## src/sv/gbg_pkg.sv

```systemverilog
// glyph run block grouper: shared types, constants and the width decode
// no dependencies; used by glyph_run_block_grouper
package gbg_pkg;

  localparam int unsigned CodeW   = 21;
  localparam int unsigned LenW    = 8;
  localparam int unsigned CountW  = 16;
  localparam int unsigned WidthW  = 2;
  localparam int unsigned OffsetW = 32;

  // hex text lengths of a double and a single width glyph
  localparam logic [LenW-1:0] LenDouble = 8'd64;
  localparam logic [LenW-1:0] LenSingle = 8'd32;

  localparam logic [WidthW-1:0] WidthNone   = 2'd0;
  localparam logic [WidthW-1:0] WidthSingle = 2'd1;
  localparam logic [WidthW-1:0] WidthDouble = 2'd2;

  // result queue: two records may enter per item, one leaves per cycle unless the output stalls
  localparam int unsigned QDepth = 4;
  localparam int unsigned QPtrW  = $clog2(QDepth);
  localparam int unsigned QCntW  = $clog2(QDepth + 1);

  typedef struct packed {
    logic [CodeW-1:0]   first_code;
    logic [OffsetW-1:0] byte_offset;
    logic [CountW-1:0]  glyph_count;
    logic [WidthW-1:0]  width;
    logic               overflow;
    logic               last;
  } block_rec_t;

  function automatic logic [WidthW-1:0] width_of(input logic [LenW-1:0] len);
    logic [WidthW-1:0] w;
    if (len == LenDouble) begin
      w = WidthDouble;
    end else if (len == LenSingle) begin
      w = WidthSingle;
    end else begin
      w = WidthNone;
    end
    return w;
  endfunction

endpackage

```

## src/sv/glyph_run_block_grouper.sv

```systemverilog
// Takes one sorted glyph descriptor per cycle. A descriptor can make up to two block records:
// the run it breaks and, with the final flag, the run it closes. Both go into a four-entry
// result queue that the output side drains one record per cycle while out_stall_i is low. The
// input is stalled while the queue holds more than two records. Sustained rate is one glyph per
// cycle while the output is not stalled and there is no more than one record per glyph on
// average. Records are written into the queue as their glyph is taken and are read out in order.
// top level: glyph run block grouper; depends on gbg_pkg
module glyph_run_block_grouper (
  input  logic                       clk_i,
  input  logic                       rst_ni,
  input  logic                       in_valid_i,
  output logic                       in_stall_o,
  input  logic [gbg_pkg::CodeW-1:0]  code_point_i,
  input  logic [gbg_pkg::LenW-1:0]   hex_length_i,
  input  logic                       final_glyph_i,
  output logic                       out_valid_o,
  input  logic                       out_stall_i,
  output logic [gbg_pkg::CodeW-1:0]  run_first_code_o,
  output logic [gbg_pkg::OffsetW-1:0] run_byte_offset_o,
  output logic [gbg_pkg::CountW-1:0] run_glyph_count_o,
  output logic [gbg_pkg::WidthW-1:0] run_width_o,
  output logic                       count_overflow_o,
  output logic                       last_block_o
);

  // open run
  logic                        run_open_q, run_open_d;
  logic [gbg_pkg::CodeW-1:0]   first_q, first_d;
  logic [gbg_pkg::CountW-1:0]  count_q, count_d;
  logic [gbg_pkg::WidthW-1:0]  width_q, width_d;
  logic [gbg_pkg::OffsetW-1:0] offset_q, offset_d;
  logic                        ovf_q, ovf_d;

  // state after the glyph, before the final flush
  logic [gbg_pkg::CodeW-1:0]   mid_first;
  logic [gbg_pkg::CountW-1:0]  mid_count;
  logic [gbg_pkg::WidthW-1:0]  mid_width;
  logic [gbg_pkg::OffsetW-1:0] mid_offset;
  logic                        mid_ovf;

  logic                        accept, pop, push_brk, push_fin, extend;
  logic [gbg_pkg::WidthW-1:0]  in_width;
  logic [gbg_pkg::CodeW:0]     next_code;
  logic [gbg_pkg::OffsetW-1:0] run_bytes;
  gbg_pkg::block_rec_t         rec_brk, rec_fin;

  gbg_pkg::block_rec_t         q_mem [gbg_pkg::QDepth];
  logic [gbg_pkg::QPtrW-1:0]   wr_ptr_q, wr_ptr_d, rd_ptr_q, rd_ptr_d, wr_ptr_fin;
  logic [gbg_pkg::QCntW-1:0]   q_cnt_q, q_cnt_d;

  assign in_stall_o  = (q_cnt_q > gbg_pkg::QCntW'(gbg_pkg::QDepth - 2));
  assign out_valid_o = (q_cnt_q != '0);
  assign accept      = in_valid_i && !in_stall_o;
  assign pop         = out_valid_o && !out_stall_i;

  assign in_width  = gbg_pkg::width_of(hex_length_i);
  assign next_code = {1'b0, first_q} + {{(gbg_pkg::CodeW + 1 - gbg_pkg::CountW){1'b0}}, count_q};
  assign extend    = run_open_q && (width_q == in_width) && ({1'b0, code_point_i} == next_code);

  // bytes of the open run: count * 16 * width
  always_comb begin
    unique case (width_q)
      gbg_pkg::WidthDouble: run_bytes = {11'd0, count_q, 5'd0};
      gbg_pkg::WidthSingle: run_bytes = {12'd0, count_q, 4'd0};
      default:              run_bytes = '0;
    endcase
  end

  always_comb begin
    if (extend) begin
      mid_first  = first_q;
      mid_width  = width_q;
      mid_offset = offset_q;
      if (count_q == '1) begin
        mid_count = count_q;
        mid_ovf   = 1'b1;
      end else begin
        mid_count = count_q + gbg_pkg::CountW'(1);
        mid_ovf   = ovf_q;
      end
    end else begin
      mid_first  = code_point_i;
      mid_count  = gbg_pkg::CountW'(1);
      mid_width  = in_width;
      mid_offset = run_open_q ? (offset_q + run_bytes) : '0;
      mid_ovf    = 1'b0;
    end
  end

  always_comb begin
    run_open_d = run_open_q;
    first_d    = first_q;
    count_d    = count_q;
    width_d    = width_q;
    offset_d   = offset_q;
    ovf_d      = ovf_q;
    if (accept) begin
      if (final_glyph_i) begin
        run_open_d = 1'b0;
        first_d    = '0;
        count_d    = '0;
        width_d    = gbg_pkg::WidthNone;
        offset_d   = '0;
        ovf_d      = 1'b0;
      end else begin
        run_open_d = 1'b1;
        first_d    = mid_first;
        count_d    = mid_count;
        width_d    = mid_width;
        offset_d   = mid_offset;
        ovf_d      = mid_ovf;
      end
    end
  end

  assign rec_brk = '{first_code: first_q, byte_offset: offset_q, glyph_count: count_q,
                     width: width_q, overflow: ovf_q, last: 1'b0};
  assign rec_fin = '{first_code: mid_first, byte_offset: mid_offset, glyph_count: mid_count,
                     width: mid_width, overflow: mid_ovf, last: 1'b1};

  assign push_brk   = accept && !extend && run_open_q;
  assign push_fin   = accept && final_glyph_i;
  assign wr_ptr_fin = wr_ptr_q + gbg_pkg::QPtrW'(push_brk);
  assign wr_ptr_d   = wr_ptr_fin + gbg_pkg::QPtrW'(push_fin);
  assign rd_ptr_d   = rd_ptr_q + gbg_pkg::QPtrW'(pop);
  assign q_cnt_d    = q_cnt_q + gbg_pkg::QCntW'(push_brk) + gbg_pkg::QCntW'(push_fin)
                      - gbg_pkg::QCntW'(pop);

  always_ff @(posedge clk_i or negedge rst_ni) begin
    if (!rst_ni) begin
      run_open_q <= 1'b0;
      first_q    <= '0;
      count_q    <= '0;
      width_q    <= gbg_pkg::WidthNone;
      offset_q   <= '0;
      ovf_q      <= 1'b0;
      wr_ptr_q   <= '0;
      rd_ptr_q   <= '0;
      q_cnt_q    <= '0;
    end else begin
      run_open_q <= run_open_d;
      first_q    <= first_d;
      count_q    <= count_d;
      width_q    <= width_d;
      offset_q   <= offset_d;
      ovf_q      <= ovf_d;
      wr_ptr_q   <= wr_ptr_d;
      rd_ptr_q   <= rd_ptr_d;
      q_cnt_q    <= q_cnt_d;
    end
  end

  // record storage, no reset needed
  always_ff @(posedge clk_i) begin
    if (push_brk) begin
      q_mem[wr_ptr_q] <= rec_brk;
    end
    if (push_fin) begin
      q_mem[wr_ptr_fin] <= rec_fin;
    end
  end

  assign run_first_code_o  = q_mem[rd_ptr_q].first_code;
  assign run_byte_offset_o = q_mem[rd_ptr_q].byte_offset;
  assign run_glyph_count_o = q_mem[rd_ptr_q].glyph_count;
  assign run_width_o       = q_mem[rd_ptr_q].width;
  assign count_overflow_o  = q_mem[rd_ptr_q].overflow;
  assign last_block_o      = q_mem[rd_ptr_q].last;

  a_queue_bound: assert property (@(posedge clk_i) disable iff (!rst_ni)
    q_cnt_q <= gbg_pkg::QCntW'(gbg_pkg::QDepth))
    else $error("result queue count beyond depth");

  a_final_closes: assert property (@(posedge clk_i) disable iff (!rst_ni)
    accept && final_glyph_i |=> !run_open_q && count_q == '0 && offset_q == '0)
    else $error("final glyph left a run open");

  a_glyph_opens: assert property (@(posedge clk_i) disable iff (!rst_ni)
    accept && !final_glyph_i |=> run_open_q && count_q != '0)
    else $error("accepted glyph left no run open");

  a_closed_empty: assert property (@(posedge clk_i) disable iff (!rst_ni)
    !run_open_q |-> count_q == '0 && !ovf_q)
    else $error("closed run holds a count");

  a_ptr_gap: assert property (@(posedge clk_i) disable iff (!rst_ni)
    gbg_pkg::QPtrW'(rd_ptr_q + gbg_pkg::QPtrW'(q_cnt_q)) == wr_ptr_q)
    else $error("queue pointers disagree with count");

endmodule
```

## config.mk

```make
export PLATFORM = sky130hd
export DESIGN_NAME = glyph_run_block_grouper
export DESIGN_NICKNAME = d
export VERILOG_FILES = /design/src/sv/gbg_pkg.sv /design/src/sv/glyph_run_block_grouper.sv
export SDC_FILE = /design/constraint.sdc
export NUM_CORES = 1
export LEC_CHECK = 0
export BUFFER_PORTS_ARGS = -buffer_cell sky130_fd_sc_hd__buf_2
export CAP_MARGIN = 20
export CORE_MARGIN = 10
export CORE_UTILIZATION = 40
export DETAILED_ROUTE_END_ITERATION = 8
export PLACE_DENSITY = 0.63
export SLEW_MARGIN = 20
export SYNTH_ARGS = -nofsm -noshare
export SYNTH_HDL_FRONTEND = slang
export SYNTH_SLANG_ARGS = --single-unit
```

## constraint.sdc

```tcl
create_clock -name clk_i -period 15.1 [get_ports clk_i]
set_clock_uncertainty 0.05 [all_clocks]
set_input_delay 3.02 -clock clk_i [delete_from_list [all_inputs] [get_ports clk_i]]
set_output_delay 3.02 -clock clk_i [all_outputs]
set_load 0.01 [all_outputs]
```

After elaboration in Yosys (flattened, before gate mapping)

Memories as Yosys holds them, arrays and structs flattened.
Cells that the tools add are included.

Bits in writable memories: 292
Input port bits: 34
Register bits: 80
Word-level logic and storage cells: 59
Memories: 1

Reduce and logical (&&, ||, !) cells: 11
Eq/ne operators: 7
Order comparisons: 1
Add/sub/neg operators: 9
Muxes and demuxes: 21

Memory list:

| name  | depth | bits a word | read ports | clocked after Yosys merged registers in | write ports | line                          | RTL |
|---|---|---|---|---|---|---|---|
| q_mem | 4     | 73          | 1          | 0                                       | 2           | glyph_run_block_grouper.sv:47 | `gbg_pkg::block_rec_t q_mem [gbg_pkg::QDepth];` |

Operators with widths:

| cell                                                | count |
|---|---|
| 2-to-1 mux 32 bit                                   | 3 |
| 2-to-1 mux 16 bit                                   | 3 |
| 2-to-1 mux 21 bit                                   | 2 |
| case mux 21 bit (2 select lines)                    | 1 |
| adder 32 bit                                        | 1 |
| adder 21 x 16 -> 22 bit                             | 1 |
| equality test 21 x 22 -> 1 bit                      | 1 |
| adder 16 x 1 -> 16 bit, second input constant       | 1 |
| equality test 16 bit, second input constant         | 1 |
| 2-to-1 mux 1 bit                                    | 9 |
| equality test 8 x 6 -> 1 bit, second input constant | 1 |
| equality test 8 x 7 -> 1 bit, second input constant | 1 |
| logical AND 1 bit                                   | 7 |
| adder 2 x 1 -> 2 bit                                | 3 |
| adder 3 x 1 -> 3 bit                                | 2 |
| 2-to-1 mux 2 bit                                    | 3 |
| > comparator 3 x 2 -> 1 bit, second input constant  | 1 |
| logical NOT 1 bit                                   | 3 |
| nonzero test 3 bit                                  | 1 |
| subtractor 3 x 1 -> 3 bit                           | 1 |
| equality test 2 x 1 -> 1 bit, second input constant | 1 |
| equality test 2 bit                                 | 1 |
| equality test 2 bit, second input constant          | 1 |

Depth between registers and ports, before layout

Depth in word-level cells: 12
Gate-level depth with buffers: 21

Least setup slack after synthesis

OpenSTA, ideal clock, no wires.

Path type: input -> register
Start point: in code_point_i[14] (netlist name)
End point: mem q_mem[0][10] (netlist name) (enable)
Stages on the path: 10
Arrival: 9.972 ns
Library setup time: 0.609 ns
Path slack: 4.469 ns
Data required time: 14.441 ns
Path through: xor2_1 -> or4_1 -> and3_1 -> o21ai_0 -> nor4_1 -> nand4_1 -> nor4_4 -> nor2_1 -> nand2_1 -> o31ai_1

RTL lines:

| item            | line                          | RTL |
|---|---|---|
| start, declared | glyph_run_block_grouper.sv:13 | `input logic [gbg_pkg::CodeW-1:0] code_point_i,` |
| end, declared   | glyph_run_block_grouper.sv:47 |  |

==> metrics <==
status finished, final reports clean; Worst Tran Pin Value 1.07 ns; WL final 65300 um; Max stage delay on crit path 0.65 ns; Syn Inst Count 1813; Synth top area share 42.0%; Placeable Area 51200 sq um; Synth area leaders edfxtp_1, dfrtp_1, mux4_2; via count 15900; initial antenna violation count 3; RR Startpoint count_q[7]; final global-route overflow total 0; CP Capture Type flop; ANT nets after route 0; Worst slew margin 28.5%; pwr dens 159 nW/um^2; hold-fix buffers at CTS 0; count leader, synth edfxtp_1; Vias/cell 6.19; Arr. time, crit path 9.01 ns; I/O pin total 109; Critical Path Start hex_length_i[1]; clk sinks 372; VDD IR max 0.100 mV; Final Wtd Congestion 0.934; post-detail-place hpwl 41000 um; Crit Path Class input port to flop; CP max-delay cell mux2i_4; Hold Crit Class flop to flop; fin crit share 57.5%; area of the multi-input gates 9260 sq um; Post-synth EDFFs 288; Setup Total Neg Slack 0 ns; final hold vios 0; synthesized cell area 20600 sq um; r2r endpoint q_mem[3][25]; post-synthesis sequential area ratio 52.1%; post-CTS setup buffers 0; Initial Util 40.2%; Worst Path Max Fanout 37; final setup vio count 0; ys async rst share 21.5%; Critical Path Sink q_mem[3][25]; Critical Path RT 15.43 ns; WL/cell 25.4 um; vias in the first global route 15900; minimum clock period 8.68 ns; gr usage total 21.2%; cell accounting for the most synthesized area edfxtp_1; Ys Warns 0; static leakage 8.21 nW; Die Y 247 um; FF-to-FF path depth 21; CTS tree done; DRC viols 0; first-pass GRT wire length 99100 um; syn_area_per_cell 11.4 sq um; Syn Nets 1893; post-cts resize count 0; Reg clk slew, reported paths 0.06 ns; Layout area overhead 11.8%; fin util 45.0%; final layout net count 1936; Post-synth top cells edfxtp_1, nand2_1, o21ai_0; prevailing post-synth register cell edfxtp_1; flops & latches, synth 372; Worst R2R Setup Slack 7.27 ns; largest net degree at the start of global routing 65; worst-skew pair later-pin latency 0.57 ns; Max Cap Viol 0; drt pass-1 iters 6; CTS Buf Count 41; Rows 83; Clock Path Buffers 3; startpoint types input port; Max Fclk 115 MHz; cell breakdown of the critical path buf_2 > nor4_1 > nand4_1 > nor3_1 > a21oi_1 > nor2_1 > nand4_1 > nor4_4 > buf_4 > nor2_1 > nand2_1 > inv_1 > ha_1 > xnor2_1 > nor2_1 > buf_4 > or3_1 > mux2i_4 > buf_4 > nand2_1 > o21ai_0; Root Buffer clkbuf_16; Slew Viols, Final 0; Register Area 10700 sq um; share of cells above drive strength 1 16.5%; die width 247 um; Yosys cell types 79; initial DRC count 1798; H-tree depth 2; full die area 61000 sq um; FILL cells 4671; RSZ-0062 raised after global routing false; count of input and output buffers 108
==> routing by layer <==
metal / GRT usage (%) / part of all wire [%]
met5: 0 / 0.026
met4: 7.90 / 3.0
met1: 27.5 / 41
met3: 3.77 / 8.4
met2: 34.7 / 48
==> state kept, by name, indices dropped and copies added, names as in the netlist <==
register,cells
count_q,16
first_q,21
offset_q,32
ovf_q,1
q_cnt_q,3
q_mem,292
rd_ptr_q,2
run_open_q,1
width_q,2
wr_ptr_q,2
==> worst max-delay path, delay by kind of cell <==
family / cells / cell delay [ns]
simple gates: 11 / 2.96
buf+inv: 5 / 1.46
mux: 1 / 0.65
xor+xnor: 1 / 0.42
fa+ha+maj: 1 / 0.27
compound gates: 2 / 0.21
==> per-stage QoR <==
| stage | power (mW) | hold WS [ns] | area (sq um) | cells | worst slack, ns |
|---|---|---|---|---|---|
| 2_1_floorplan | 2.21 | 0.385 | 20600 | 1813 | 4.47 |
| 3_3_place_gp | 2.66 | 0.401 | 21700 | 2493 | 6.09 |
| 3_5_place_dp | 2.68 | 0.415 | 21700 | 2493 | 5.93 |
| 4_1_cts | 3.68 | 0.429 | 23000 | 2568 | 6.50 |
| 5_1_grt | 3.81 | 0.438 | 23000 | 2569 | 6.05 |
| 6_report | 3.65 | 0.428 | 23000 | 2569 | 6.42 |
==> cell families after synthesis <==
kind of cell	after synthesis	share of synthesized area, %
AND/OR/NAND/NOR	547	12.5
flip-flops	372	52.1
adder cells (fa/ha/maj)	46	2.94
multiplexers	81	8.44
XOR/XNOR	46	1.96
buffers and inverters	161	3.49
AO/OA/AOI/OAI	560	18.6
==> cell usage in the layout, fill, tap and decap left out, types with 9 or more instances in the layout <==
cell         n
a21o_1      28
a21oi_1     47
a22o_1     148
a31oi_1     15
and2_1      24
and3_1      14
buf_2      107
buf_4       34
clkbuf_16   42
clkinv_2     9
dfrtp_1     78
edfxtp_1   288
ha_1        42
inv_1       19
mux4_2      73
nand2_1    231
nand2b_1    12
nand3_1     37
nand4_1     11
nor2_1      80
nor2b_1     24
nor3_1      63
o211ai_1    10
o21ai_0    165
o21ai_1     44
o22ai_1     11
o2bb2ai_1   14
o31ai_1     27
xnor2_1     30
xor2_1      16
==> final cells by class <==
| cell class | instances | share of cell area, % |
|---|---|---|
| sequential | 372 | 46.6 |
| timing repair buffer | 141 | 3.43 |
| clock inverter | 21 | 0.750 |
| multi-input combinational | 1280 | 40.2 |
| inverter | 20 | 0.326 |
| clock buffer | 54 | 4.93 |
| antenna | 1 | 0.0109 |
| tap | 680 | 3.70 |
==> how the worst min path moves through the flow <==
stage / from / endpoint / depth (start not counted)
floorplan: q_mem[2][0] / q_mem[2][0] / 2
global placement: q_mem[2][0] / q_mem[2][0] / 2
detailed placement: q_mem[0][0] / q_mem[0][0] / 2
CTS: q_mem[0][0] / q_mem[0][0] / 2
global route: q_mem[0][0] / q_mem[0][0] / 2
finish: q_mem[1][0] / q_mem[1][0] / 2
==> report_power, final <==
| group | switching, mW | internal [mW] | leakage, nW |
|---|---|---|---|
| Clock | 0.433 | 0.567 | 0.643 |
| Combinational | 0.713 | 0.465 | 3.87 |
| Sequential | 0.165 | 1.31 | 3.70 |
| Total | 1.31 | 2.34 | 8.21 |
Power figures use the tool's default switching activity.
